`src/hw/rtl/adsr_pkg.sv`:
```
// ============================================================================
// adsr_pkg
// Shared types and constants for the envelope channel bank: transaction
// layouts, per-channel state records, opcodes and phase codes.
// ============================================================================
`default_nettype none

package adsr_pkg;

    // number of channels in the bank
    localparam int CHANNELS = 12;
    localparam int CH_W     = (CHANNELS > 1) ? $clog2(CHANNELS) : 1;

    // shared multiplier operand and product widths
    localparam int MUL_A_W = 8;
    localparam int MUL_B_W = 9;
    localparam int MUL_P_W = 16;

    // opcodes
    localparam logic [1:0] OP_TICK    = 2'd0;
    localparam logic [1:0] OP_KEY_ON  = 2'd1;
    localparam logic [1:0] OP_KEY_OFF = 2'd2;
    localparam logic [1:0] OP_KILL    = 2'd3;

    // envelope phase codes
    localparam logic [2:0] PH_IDLE    = 3'd0;
    localparam logic [2:0] PH_PENDING = 3'd1;
    localparam logic [2:0] PH_ATTACK  = 3'd2;
    localparam logic [2:0] PH_DECAY   = 3'd3;
    localparam logic [2:0] PH_SUSTAIN = 3'd4;

    localparam logic [7:0] LEVEL_MAX = 8'hFF;

    // input transaction
    typedef struct packed {
        logic [1:0] opcode;
        logic [3:0] channel;
        logic [7:0] attack_rate;
        logic [7:0] decay_rate;
        logic [7:0] sustain_level;
        logic [7:0] release_rate;
        logic [7:0] echo_level;
        logic [7:0] echo_frames;
        logic [7:0] pan_right;
        logic [7:0] pan_left;
    } adsr_in_t;

    // result transaction
    typedef struct packed {
        logic [3:0] channel_out;
        logic [2:0] phase;
        logic       releasing;
        logic       in_echo;
        logic [7:0] level;
        logic [7:0] right_level;
        logic [7:0] left_level;
    } adsr_out_t;

    // per-channel control state, cleared by reset
    typedef struct packed {
        logic [2:0] phase;
        logic       releasing;
        logic       in_echo;
        logic [7:0] level;
        logic [7:0] out_r;
        logic [7:0] out_l;
    } chan_state_t;

    // per-channel note settings, loaded on key on
    typedef struct packed {
        logic [7:0] atk;
        logic [7:0] dec;
        logic [7:0] sus;
        logic [7:0] rel;
        logic [7:0] echo_lvl;
        logic [7:0] echo_cnt;
        logic [7:0] pan_r;
        logic [7:0] pan_l;
    } chan_param_t;

    // write controls into the channel store
    typedef struct packed {
        logic            state_we;
        logic            param_we;
        logic            cnt_we;
        logic [CH_W-1:0] idx;
    } chan_wr_t;

endpackage

`default_nettype wire

```
`src/hw/rtl/adsr_envelope_channel_bank.sv`:
```
// ============================================================================
// adsr_envelope_channel_bank
// Bank of envelope channels. A small sequencer steps the addressed channel
// through attack, decay, sustain, release and echo tail, then scales the
// level by master volume and pan using one shared multiplier.
// ============================================================================
//
//   port group     direction   handshake          content
//   cmd            in          cmd_valid/stall    opcode, channel, note settings
//   res            out         res_valid/stall    phase, flags, level, pan levels
//   cfg_wr         in          cfg_wr_en          master volume (4 bits)
//
// One transaction at a time. Key on, key off, kill, idle ticks and ticks that
// end a note without a multiply go from evaluation straight to write-back; a
// decay or release tick that ends the note passes through the envelope step
// first; a tick that scales the level makes its passes through the shared
// multiplier (envelope step with a decay or release multiply, then master
// volume, right pan, left pan).
// cmd_stall is high from accept until the result transaction completes.
// Reset clears every channel to idle with zero level and outputs, and sets
// master volume to 15; no clearing pass is needed.
`default_nettype none

module adsr_envelope_channel_bank (
    input  wire logic               clk,
    input  wire logic               rst_n,
    input  wire logic               cmd_valid,
    output logic                    cmd_stall,
    input  wire adsr_pkg::adsr_in_t cmd,
    output logic                    res_valid,
    input  wire logic               res_stall,
    output adsr_pkg::adsr_out_t     res,
    input  wire logic               cfg_wr_en,
    input  wire logic [3:0]         cfg_wr_data
);

    typedef enum logic [8:0] {
        S_IDLE  = 9'b000000001,
        S_EVAL  = 9'b000000010,
        S_ENV   = 9'b000000100,
        S_SCALE = 9'b000001000,
        S_PANR  = 9'b000010000,
        S_PANL  = 9'b000100000,
        S_OUTL  = 9'b001000000,
        S_WB    = 9'b010000000,
        S_DONE  = 9'b100000000
    } seq_state_t;

    localparam logic [4:0] CH_LIMIT = 5'(adsr_pkg::CHANNELS);
    localparam logic [adsr_pkg::MUL_B_W-1:0] MUL_B_ONE = adsr_pkg::MUL_B_W'(1);

    seq_state_t            state_reg, state_next;
    adsr_pkg::adsr_in_t    item_reg, item_next;
    adsr_pkg::chan_state_t wk_reg, wk_next;
    adsr_pkg::adsr_out_t   res_reg, res_next;
    logic [7:0]            s_reg, s_next;
    logic [3:0]            mv_reg;

    adsr_pkg::chan_wr_t    wr;
    adsr_pkg::chan_state_t cur;
    adsr_pkg::chan_param_t par;
    adsr_pkg::chan_param_t par_wdata;
    logic [7:0]            cnt_wdata;

    logic [adsr_pkg::MUL_A_W-1:0] mul_a;
    logic [adsr_pkg::MUL_B_W-1:0] mul_b;
    logic [adsr_pkg::MUL_P_W-1:0] prod;

    logic       ch_ok;
    logic [8:0] atk_sum;
    logic [7:0] atk_base;
    logic [7:0] env_p;
    logic       start_echo;

    // channel store and shared multiplier
    adsr_chan_regs u_regs (
        .clk         (clk),
        .rst_n       (rst_n),
        .wr          (wr),
        .state_wdata (wk_reg),
        .param_wdata (par_wdata),
        .cnt_wdata   (cnt_wdata),
        .state_rd    (cur),
        .param_rd    (par)
    );

    adsr_mul u_mul (
        .clk  (clk),
        .a    (mul_a),
        .b    (mul_b),
        .prod (prod)
    );

    // master volume register
    always_ff @(posedge clk or negedge rst_n)
    begin
        if (!rst_n)
        begin
            mv_reg <= 4'hF;
        end
        else if (cfg_wr_en)
        begin
            mv_reg <= cfg_wr_data;
        end
    end

    // sequencer state
    always_ff @(posedge clk or negedge rst_n)
    begin
        if (!rst_n)
        begin
            state_reg <= S_IDLE;
        end
        else
        begin
            state_reg <= state_next;
        end
    end

    // working registers
    always_ff @(posedge clk)
    begin
        item_reg <= item_next;
        wk_reg   <= wk_next;
        res_reg  <= res_next;
        s_reg    <= s_next;
    end

    // addressed channel and settings from a key on transaction
    assign ch_ok = {1'b0, item_reg.channel} < CH_LIMIT;

    always_comb
    begin
        par_wdata.atk      = item_reg.attack_rate;
        par_wdata.dec      = item_reg.decay_rate;
        par_wdata.sus      = item_reg.sustain_level;
        par_wdata.rel      = item_reg.release_rate;
        par_wdata.echo_lvl = item_reg.echo_level;
        par_wdata.echo_cnt = item_reg.echo_frames;
        par_wdata.pan_r    = item_reg.pan_right;
        par_wdata.pan_l    = item_reg.pan_left;
    end

    // echo tail countdown
    assign cnt_wdata = par.echo_cnt - 8'd1;

    // attack step, from zero when the note is still pending
    assign atk_base = (cur.phase == adsr_pkg::PH_PENDING) ? 8'd0 : cur.level;
    assign atk_sum  = {1'b0, atk_base} + {1'b0, par.atk};

    // envelope after the decay or release multiply
    assign env_p = prod[15:8];

    always_comb
    begin
        if (wk_reg.releasing)
        begin
            start_echo = env_p <= par.echo_lvl;
        end
        else
        begin
            start_echo = (env_p <= par.sus) && (par.sus == 8'd0);
        end
    end

    // sequencer
    always_comb
    begin
        state_next   = state_reg;
        item_next    = item_reg;
        wk_next      = wk_reg;
        res_next     = res_reg;
        s_next       = s_reg;
        wr           = '0;
        wr.idx       = item_reg.channel[adsr_pkg::CH_W-1:0];
        mul_a        = wk_reg.level;
        mul_b        = {1'b0, par.rel};

        case (state_reg)
            S_IDLE:
            begin
                if (cmd_valid)
                begin
                    item_next  = cmd;
                    state_next = S_EVAL;
                end
            end

            S_EVAL:
            begin
                wk_next    = cur;
                state_next = S_WB;
                mul_a      = cur.level;
                if (ch_ok)
                begin
                    case (item_reg.opcode)
                        adsr_pkg::OP_KEY_ON:
                        begin
                            wr.param_we       = 1'b1;
                            wk_next.phase     = adsr_pkg::PH_PENDING;
                            wk_next.releasing = 1'b0;
                            wk_next.in_echo   = 1'b0;
                        end
                        adsr_pkg::OP_KEY_OFF:
                        begin
                            if (cur.phase != adsr_pkg::PH_IDLE)
                            begin
                                wk_next.releasing = 1'b1;
                            end
                        end
                        adsr_pkg::OP_KILL:
                        begin
                            wk_next.phase     = adsr_pkg::PH_IDLE;
                            wk_next.releasing = 1'b0;
                            wk_next.in_echo   = 1'b0;
                        end
                        default:
                        begin
                            // frame tick
                            if (cur.phase == adsr_pkg::PH_IDLE)
                            begin
                                state_next = S_WB;
                            end
                            else if ((cur.phase == adsr_pkg::PH_PENDING) && cur.releasing)
                            begin
                                wk_next.phase     = adsr_pkg::PH_IDLE;
                                wk_next.releasing = 1'b0;
                                wk_next.in_echo   = 1'b0;
                            end
                            else if (cur.phase == adsr_pkg::PH_PENDING ||
                                     (!cur.in_echo && !cur.releasing &&
                                      cur.phase == adsr_pkg::PH_ATTACK))
                            begin
                                if (atk_sum >= {1'b0, adsr_pkg::LEVEL_MAX})
                                begin
                                    wk_next.level = adsr_pkg::LEVEL_MAX;
                                    wk_next.phase = adsr_pkg::PH_DECAY;
                                end
                                else
                                begin
                                    wk_next.level = atk_sum[7:0];
                                    wk_next.phase = adsr_pkg::PH_ATTACK;
                                end
                                state_next = S_SCALE;
                            end
                            else if (cur.in_echo)
                            begin
                                wr.cnt_we = 1'b1;
                                if (cnt_wdata == 8'd0)
                                begin
                                    wk_next.phase     = adsr_pkg::PH_IDLE;
                                    wk_next.releasing = 1'b0;
                                    wk_next.in_echo   = 1'b0;
                                end
                                else
                                begin
                                    state_next = S_SCALE;
                                end
                            end
                            else if (cur.releasing)
                            begin
                                mul_b      = {1'b0, par.rel};
                                state_next = S_ENV;
                            end
                            else if (cur.phase == adsr_pkg::PH_DECAY)
                            begin
                                mul_b      = {1'b0, par.dec};
                                state_next = S_ENV;
                            end
                            else
                            begin
                                // sustain holds the level
                                state_next = S_SCALE;
                            end
                        end
                    endcase
                end
            end

            S_ENV:
            begin
                state_next = S_SCALE;
                if (start_echo)
                begin
                    if (par.echo_lvl == 8'd0)
                    begin
                        wk_next.phase     = adsr_pkg::PH_IDLE;
                        wk_next.releasing = 1'b0;
                        wk_next.in_echo   = 1'b0;
                        state_next        = S_WB;
                    end
                    else
                    begin
                        wk_next.level   = par.echo_lvl;
                        wk_next.in_echo = 1'b1;
                    end
                end
                else if (!wk_reg.releasing && env_p <= par.sus)
                begin
                    wk_next.level = par.sus;
                    wk_next.phase = adsr_pkg::PH_SUSTAIN;
                end
                else
                begin
                    wk_next.level = env_p;
                end
            end

            S_SCALE:
            begin
                mul_a      = wk_reg.level;
                mul_b      = MUL_B_ONE + {5'd0, mv_reg};
                state_next = S_PANR;
            end

            S_PANR:
            begin
                s_next     = prod[11:4];
                mul_a      = par.pan_r;
                mul_b      = {1'b0, prod[11:4]};
                state_next = S_PANL;
            end

            S_PANL:
            begin
                wk_next.out_r = prod[15:8];
                mul_a         = par.pan_l;
                mul_b         = {1'b0, s_reg};
                state_next    = S_OUTL;
            end

            S_OUTL:
            begin
                wk_next.out_l = prod[15:8];
                state_next    = S_WB;
            end

            S_WB:
            begin
                res_next             = '0;
                res_next.channel_out = item_reg.channel;
                if (ch_ok)
                begin
                    wr.state_we          = 1'b1;
                    res_next.phase       = wk_reg.phase;
                    res_next.releasing   = wk_reg.releasing;
                    res_next.in_echo     = wk_reg.in_echo;
                    res_next.level       = wk_reg.level;
                    res_next.right_level = wk_reg.out_r;
                    res_next.left_level  = wk_reg.out_l;
                end
                state_next = S_DONE;
            end

            S_DONE:
            begin
                if (!res_stall)
                begin
                    state_next = S_IDLE;
                end
            end

            default:
            begin
                state_next = S_IDLE;
            end
        endcase
    end

    // handshake outputs
    assign cmd_stall = (state_reg != S_IDLE);
    assign res_valid = (state_reg == S_DONE);
    assign res       = res_reg;

    // an accepted transaction blocks the command side on the next cycle
    a_busy_after_accept: assert property (@(posedge clk) disable iff (!rst_n)
        (cmd_valid && !cmd_stall) |=> cmd_stall)
        else $error("command accepted while a transaction is in progress");

    // a result is never offered while the command side is open
    a_one_at_a_time: assert property (@(posedge clk) disable iff (!rst_n)
        res_valid |-> cmd_stall)
        else $error("result and command side open together");

    // an idle channel carries no release or echo flag
    a_idle_flags: assert property (@(posedge clk) disable iff (!rst_n)
        (res_valid && res.phase == adsr_pkg::PH_IDLE) |-> (!res.releasing && !res.in_echo))
        else $error("idle channel reported with a flag set");

    // an echo tail always plays at a non-zero level
    a_echo_level: assert property (@(posedge clk) disable iff (!rst_n)
        (res_valid && res.in_echo) |-> (res.level != 8'd0))
        else $error("echo tail at zero level");

endmodule

`default_nettype wire

```
`src/hw/rtl/adsr_mul.sv`:
```
// ============================================================================
// adsr_mul
// Shared unsigned multiplier with a registered product, reused for the
// envelope scaling, master volume and both pan products.
// ============================================================================
`default_nettype none

module adsr_mul (
    input  wire logic                          clk,
    input  wire logic [adsr_pkg::MUL_A_W-1:0]  a,
    input  wire logic [adsr_pkg::MUL_B_W-1:0]  b,
    output logic      [adsr_pkg::MUL_P_W-1:0]  prod
);

    localparam int FULL_W = adsr_pkg::MUL_A_W + adsr_pkg::MUL_B_W;

    logic [FULL_W-1:0]           full;
    logic [adsr_pkg::MUL_P_W-1:0] prod_reg;

    // operands never exceed 255 x 256, so the product fits the result width
    assign full = FULL_W'(a) * FULL_W'(b);

    always_ff @(posedge clk)
    begin
        prod_reg <= full[adsr_pkg::MUL_P_W-1:0];
    end

    assign prod = prod_reg;

endmodule

`default_nettype wire

```
`src/hw/rtl/adsr_chan_regs.sv`:
```
// ============================================================================
// adsr_chan_regs
// Per-channel storage: control state with reset, note settings without
// reset (only read once a key on has loaded them).
// ============================================================================
`default_nettype none

module adsr_chan_regs (
    input  wire logic                  clk,
    input  wire logic                  rst_n,
    input  wire adsr_pkg::chan_wr_t    wr,
    input  wire adsr_pkg::chan_state_t state_wdata,
    input  wire adsr_pkg::chan_param_t param_wdata,
    input  wire logic [7:0]            cnt_wdata,
    output adsr_pkg::chan_state_t      state_rd,
    output adsr_pkg::chan_param_t      param_rd
);

    adsr_pkg::chan_state_t state_reg [adsr_pkg::CHANNELS];
    adsr_pkg::chan_param_t param_reg [adsr_pkg::CHANNELS];

    // control state, all channels idle after reset
    always_ff @(posedge clk or negedge rst_n)
    begin
        if (!rst_n)
        begin
            for (int i = 0; i < adsr_pkg::CHANNELS; i++)
            begin
                state_reg[i] <= '0;
            end
        end
        else if (wr.state_we)
        begin
            state_reg[wr.idx] <= state_wdata;
        end
    end

    // note settings and echo tail counter
    always_ff @(posedge clk)
    begin
        if (wr.param_we)
        begin
            param_reg[wr.idx] <= param_wdata;
        end
        else if (wr.cnt_we)
        begin
            param_reg[wr.idx].echo_cnt <= cnt_wdata;
        end
    end

    // one read port at the addressed channel
    assign state_rd = state_reg[wr.idx];
    assign param_rd = param_reg[wr.idx];

endmodule

`default_nettype wire

```
`config.mk`:
```
export PLATFORM = sky130hd
export DESIGN_NAME = adsr_envelope_channel_bank
export DESIGN_NICKNAME = d
export VERILOG_FILES = /design/src/hw/rtl/adsr_pkg.sv /design/src/hw/rtl/adsr_envelope_channel_bank.sv /design/src/hw/rtl/adsr_mul.sv /design/src/hw/rtl/adsr_chan_regs.sv
export SDC_FILE = /design/constraint.sdc
export NUM_CORES = 2
export LEC_CHECK = 0
export ABC_AREA = 1
export BUFFER_PORTS_ARGS = -buffer_cell sky130_fd_sc_hd__buf_2
export CAP_MARGIN = 10
export CELL_PAD_IN_SITES_DETAIL_PLACEMENT = 0
export CELL_PAD_IN_SITES_GLOBAL_PLACEMENT = 1
export CORE_ASPECT_RATIO = 1.5
export CORE_MARGIN = 1.5
export CORE_UTILIZATION = 46
export DETAILED_ROUTE_END_ITERATION = 8
export PLACE_DENSITY_LB_ADDON = 0.25
export SYNTH_ARGS = -nofsm -noshare
export SYNTH_HDL_FRONTEND = slang
export SYNTH_SLANG_ARGS = --single-unit
```
`constraint.sdc`:
```
create_clock -name clk -period 5.75 [get_ports clk]
set_input_delay 0.8625 -clock clk [delete_from_list [all_inputs] [get_ports clk]]
set_output_delay 0.8625 -clock clk [all_outputs]
set_load 0.005 [all_outputs]
```
Word level (Yosys, flattened, before mapping)
Memories as Yosys holds them, arrays and structs flattened. A register that Yosys moved wholly into a read port is not among the register bits. Index checks and enable logic that the tools add are counted.

Flip-flop bits (word level): 517. Memory bits (writable): 768. Input port bits: 79. Output and inout bits: 35. Word-level logic and storage cells: 237. Memories: 1.

Add/subtract/negate cells: 3. Multipliers: 1. Magnitude comparators: 6. Eq/ne operators: 23. Mux-type cells: 76. Bitwise gates (word level): 2. Reduce and logical (&&, ||, !) cells: 26.

Memories: u_regs.param_reg (words 12, bits a word 64, rd ports 1, clocked after memory_dff 1, wr ports 1, line adsr_chan_regs.sv:20) `adsr_pkg::chan_param_t param_reg [adsr_pkg::CHANNELS];`.

Operators by type and width (count): $bwmux 348 (1); $mux 8 (20); $bmux 29 s4 (1); $demux 29 s4 (1); $mux 29 (3); $mux 9 (9); $pmux 9 s9 (1); $pmux 8 s2 (2); $pmux 8 s4 (1); $mux 13 (2); $pmux 13 s2 (1); $logic_not 8->1 (3); $pmux 8 s3 (1); $mux 1 (17); $le 8x8->1 (2); $mul 8x8->16 (1); $mux 5 (3); $mux 4 (3); $add 8x8->9 (1); $eq 9x1->1 const B (1); $eq 9x2->1 const B (1); $eq 9x3->1 const B (1); $eq 9x4->1 const B (1); $eq 9x5->1 const B (1); 33 further kinds (59).

Logic depth before layout (Yosys ltp)
Depth in word-level cells: 18. Depth in mapped cells: 41. Mapped depth without buffers: 39.

By module
A second synthesis with hierarchy kept.

Cell total of the unflattened synthesis: 6325. Area, all modules: 58138.3 um^2.

By module, submodules not included: adsr_chan_regs (times used 1, cells an instance 5123, area an instance 47646.9 um^2, seq. area each 31770.5 um^2); adsr_envelope_channel_bank (times used 1, cells an instance 768, area an instance 7537.2 um^2, seq. area each 4535.6 um^2); adsr_mul (times used 1, cells an instance 434, area an instance 2954.1 um^2, seq. area each 320.3 um^2).

Least setup slack after synthesis
Ideal clock, no wire load.

Path kind: register -> register. Start point: register item_reg[64] in the netlist's numbering. End point: register u_mul.prod_reg (netlist bit u_mul.prod[15]). Library setup time: 0.121 ns. Data arrival time: 5.729 ns. Data required time: 5.629 ns. Setup slack: -0.100 ns. Stages on the path, launching flop included: 32. Buffers on the path: 3. Period minus slack after synthesis: 5.850 ns. Path through: edfxtp_1 buf_6 nand2_4 inv_2 buf_4 buf_2 a22oi_1 a21oi_1 or2_2 nor2_1 o22ai_1 o22ai_1 nor2_1 fa_1 inv_1 fa_1 fa_1 fa_1 inv_1 ha_1 nand2_1 o21ai_0 a21oi_1 o21bai_1 nand3_1 nand2_1 a21oi_1 o21bai_1 a21oi_1 nor2_1 nor2_1 xor2_1.

Cells in the longest elaborated chain, start to end: 15. Elaborated cells on any way between the ends: 26. Those cells by class: mul: 1; order compare: 1; eq/ne: 3; mux: 13; bitwise: 1; reduce/logical: 7.

RTL lines: from (decl) (line adsr_envelope_channel_bank.sv:53) `adsr_pkg::adsr_in_t item_reg, item_next;`; from (signal assigned) (line adsr_envelope_channel_bank.sv:123) `item_reg <= item_next;`; $not 4->5 (implied by the code) (line adsr_chan_regs.sv:52) `assign state_rd = state_reg[wr.idx];`; $bmux 29 s4 (line adsr_chan_regs.sv:52); $mux 29 (implied by the code) (2 in series) (line adsr_chan_regs.sv:52); $eq 3x2->1 / $logic_not 1->1 (equally long branches) (line adsr_envelope_channel_bank.sv:265, adsr_envelope_channel_bank.sv:231); $mux 8 / $logic_and 1x1->1 (equally long branches) (line adsr_envelope_channel_bank.sv:265, adsr_envelope_channel_bank.sv:231); $mux 8 / $logic_and 1x1->1 (equally long branches) (line adsr_envelope_channel_bank.sv:260, adsr_envelope_channel_bank.sv:231); $mux 8 / $logic_or 1x1->1 (equally long branches) (line adsr_envelope_channel_bank.sv:246, adsr_envelope_channel_bank.sv:230); $mux 8 (line adsr_envelope_channel_bank.sv:230) `else if (cur.phase == adsr_pkg::PH_PENDING ||`; $mux 8 (line adsr_envelope_channel_bank.sv:224) `else if ((cur.phase == adsr_pkg::PH_PENDING) && cur.releasing)`; $mux 8 (line adsr_envelope_channel_bank.sv:220) `if (cur.phase == adsr_pkg::PH_IDLE)`; $mux 8 (line adsr_envelope_channel_bank.sv:196) `case (item_reg.opcode)`; $mux 8 (line adsr_envelope_channel_bank.sv:194) `if (ch_ok)`; $pmux 8 s4 (line adsr_envelope_channel_bank.sv:179) `case (state_reg)`; $mul 8x8->16 * (line adsr_mul.sv:21) `assign full = FULL_W'(a) * FULL_W'(b);`; net u_mul.full[15] (line adsr_mul.sv:17) `logic [FULL_W-1:0] full;`; to (signal assigned) (line adsr_mul.sv:25) `prod_reg <= full[adsr_pkg::MUL_P_W-1:0];`; to (decl) (line adsr_mul.sv:18) `logic [adsr_pkg::MUL_P_W-1:0] prod_reg;`.

The timed path passes the listed nets; every way through them passes the cells marked *. The select of a mux whose other input is x is not followed. A chain may end at the register's enable or synchronous reset.

Final worst setup path
Ends and elaborated chain as after synthesis.

==> impl_metrics.toml <==
[route]
detail_route.wirelength_um = 155000
wl_per_cell_um = 22.9
drt_iter0_drc = 3345
vias_per_cell = 5.59
dr_total_vias = 37862
drt_pre_antenna_iters = 6
ant_nets = 0
remaining_drc_errors = 0

[floorplan]
core_region_area_um2 = 117000
die_height_um = 424
floorplan.io_pins = 114
rows = 154
die_area_um2 = 120000
die_w_um = 284
starting_density_of_the_core_pct = 46.4

[placement]
routabilityCongestion = 0.914
place.detailed.instances = 6522
post-dp-hpwl_um = 97600
port_buffers = 113

[clock_network]
cts-root-to-sink-buffers = 3
clkSinkCount = 1285
clk_root_buffer_cell = "clkbuf_16"
ctsHoldBuffers = 0
htree_num_levels = 3
cts_buffers = 119
insertion_delay_ns = 0.76
tritoncts = "yes"
clk_transition_reported_paths_ns = 0.06

[run]
timing.max_cap.violations = 0

[synth]
synth-adder-area-share_pct = 2.74
yosys.area.top_type = "edfxtp_1"
synth_cells = 4823
post_synthesis_net_count = 4999
synth_warnings = 0
ys.flop_type = "edfxtp_1"
synth_area_leaders = "edfxtp_1 50%, dfrtp_1 16%, nand2_1 6.8%"
yosys.cell_types.count = 60
synth-simple-area-share_pct = 11.8
synth.area.mux_share_pct = 0.0827
postSynth.asyncResetShare_pct = 28.1
synth_edf_count = 908
syn_area_um2 = 54400
yosys_register_bits = 1285
share_of_yosys_cell_area_claimed_by_the_top_area_cell_type_pct = 50.1
syn-mean-instance-area_um2 = 11.3
synth_top_family_by_area = "compound AO/OA/AOI/OAI gates"
seq_area_frac_synth_pct = 67.3
synth_xor_area_share_pct = 0.370
synth_compound_gate_area_share_pct = 13.6

[final_layout]
antenna-diode-count = 0
areaGrowthSynthToFinish_pct = 16.3
layout-drive-gt1-share_pct = 16.0
largest_register_ff_count = 768
layout.nets = 5295
post_layout_nonfiller_instances = 6774

[timing]
setup_slack_ns = -0.288
timing.setup.tns_ns = -0.923
hold-worst-slack_ns = 0.0423
clock_skew_ns = 0.0310
final-hold-violation-count = 0
timing.final.crit_period_ns = 6.04
post_route_clock_period_utilization_pct = 105
setup_repair_after_global_routing_missed_its_margin = "yes"
slew-limit-headroom_pct = 20.9
tightest_slew_ns = 1.17
final-max-slew-violation-count = 0
setup-violations-final = 5
timing.fmax_ghz = 0.166

[hold_path]
hp-class = "in -> async"

[setup_path]
critical_path.max_stage_delay_ns = 0.56
setup.worst_path.class = "reg -> reg"
critical_path_required_ns = 6.39
critPathLaunch = "item_reg[64]$_DFFE_PP_"
crit_slowest_cell = "fa_1"
critical-path-top-cell-by-count = "fa_1"
crit_path_start_kind = "register"
rr_startpoint = "item_reg[64]$_DFFE_PP_"
worstPathArrival_ns = 6.68
worstRegToRegCells = 30
cp-end-kind = "register"
critical_path.max_fanout = 23

[power]
total_switching_power_mw = 13.4
power_frac_seq_pct = 33.2
power.share.switching_pct = 37.4
power.internal_mw = 22.4
pwr-share-comb_pct = 44.5
total_leakage_power_nw = 24.3
powerDensity_nw_per_um2 = 565
maximum_ir_drop_on_the_vdd_rail_mv = 1.14
power.clock.fraction_pct = 22.3

[grt]
antenna_found_initial = 1
grtUsageTotal_pct = 25.6
wire_length_of_the_first_global_routing_pass_um = 233000
grt_pass1_vias = 37536
maximum_number_of_pins_on_one_net_before_global_route_repair = 145
congestion_overflow_gr = 0

[outcome]
status = "finished, violations left"
violations = "setup timing"
==> cell usage in the layout, fill, tap and decap left out, types with 30 or more instances in the layout <==
cell / count
nand2_1: 958
edfxtp_1: 908
o21ai_0: 661
nor2_1: 422
dfrtp_1: 356
buf_4: 330
a21oi_1: 214
inv_1: 184
a22oi_1: 124
clkbuf_16: 124
buf_2: 113
nand3_1: 98
o22ai_1: 74
ha_1: 56
buf_12: 41
fa_1: 36
o221ai_1: 33
nor2_4: 30
==> stage by stage <==
| step | util [%] | setup slack, ns | instance area [um2] | power, mW |
|---|---|---|---|---|
| floorplan | - | 0.0225 | 54500 | 19.7 |
| detailed placement | 50.1 | -0.541 | 58800 | 25.5 |
| global route | 54.0 | -0.593 | 63300 | 37.8 |
| global placement | 50.1 | -0.512 | 58800 | 25.4 |
| CTS | 53.8 | -0.261 | 63200 | 35.0 |
| finish | 54.0 | -0.288 | 63300 | 35.8 |
==> worst max-delay path: cells and delay by family, from the launching register on <==
family / cells / cell delay, ns
AOI/OAI and AO/OA: 8 / 1.10
and+or+nand+nor: 8 / 1.01
buffers and inverters: 8 / 0.86
DFF: 1 / 0.42
adders and majority gates: 5 / 2.36
xor gates and xnor gates: 1 / 0.13
==> cells by family after synthesis <==
family | after synthesis
fa+ha+maj | 97
xor+xnor | 23
compound gates | 1269
simple gates | 1609
buf+inv | 536
mux | 4
flops | 1285
==> final cells by class <==
cell class,instances,area [um2]
Fill cell,10049,54000
Sequential cell,1285,36600
Multi-Input combinational cell,3002,16000
Timing Repair Buffer,494,4010
Clock buffer,158,3330
Tap cell,1560,1950
Inverter,217,858
Clock inverter,58,579
==> cell usage after synthesis (10+ instances only) <==
master and number:
nand2_1 984, edfxtp_1 908, o21ai_0 668, nor2_1 452, dfrtp_1 356, a21oi_1 220
inv_1 201, clkbuf_1 158, a22oi_1 124, nand3_1 101, buf_2 97, o22ai_1 75
ha_1 60, fa_1 37, o221ai_1 34, buf_1 29, a221oi_1 27, buf_4 24
nand4_1 18, xor2_1 18, o211ai_1 17, dfxtp_1 16, inv_2 15, a31oi_1 14
o21ai_1 13, nor4_1 11, o32ai_1 11, a221o_1 10, buf_6 10
==> per-layer routing <==
layer	wire (um)	share of wire, %	global-route usage (%)	vias to the layer above
li1	-	-	-	17636
met1	62700	41	31.8	18855
met2	79900	52	46.1	1113
met3	7010	4.5	2.55	258
met4	5200	3.4	9.65	0
met5	0	0	0	-
==> worst paths after layout <==
kind	end	slack (ns)
worst max register to register	u_mul.prod[15]$_DFF_P_	-0.29
worst min register to register	s_reg[0]$_DFFE_PN_	0.44
worst min-delay path	u_regs.state_reg[237]$_DFFE_PN0P_	0.04
min in group clk	item_reg[60]$_DFFE_PP_	0.28
max in group asynchronous	u_regs.state_reg[333]$_DFFE_PN0P_	4.45
worst max-delay path	u_mul.prod[15]$_DFF_P_	-0.29
==> repair_timing <==
item | CTS | global route
setup buffers | 22 | 12
endpoints found under the setup margin | 7 | 9
hold endpoints to repair | 0 | 0
resized for setup | 73 | 33
pin swaps | 21 | 40
cloned | 2 | 0
==> power groups by stage <==
stage	logic (mW)	registers [mW]	clock network (mW)
finish	15.9	11.9	7.97
CTS	15.0	11.9	8.12
floorplan	7.95	11.8	0
detailed placement	13.4	12.1	0
global route	17.4	12.0	8.45
global placement	13.3	12.0	0
No activity file was read; power rests on OpenSTA's default activity.
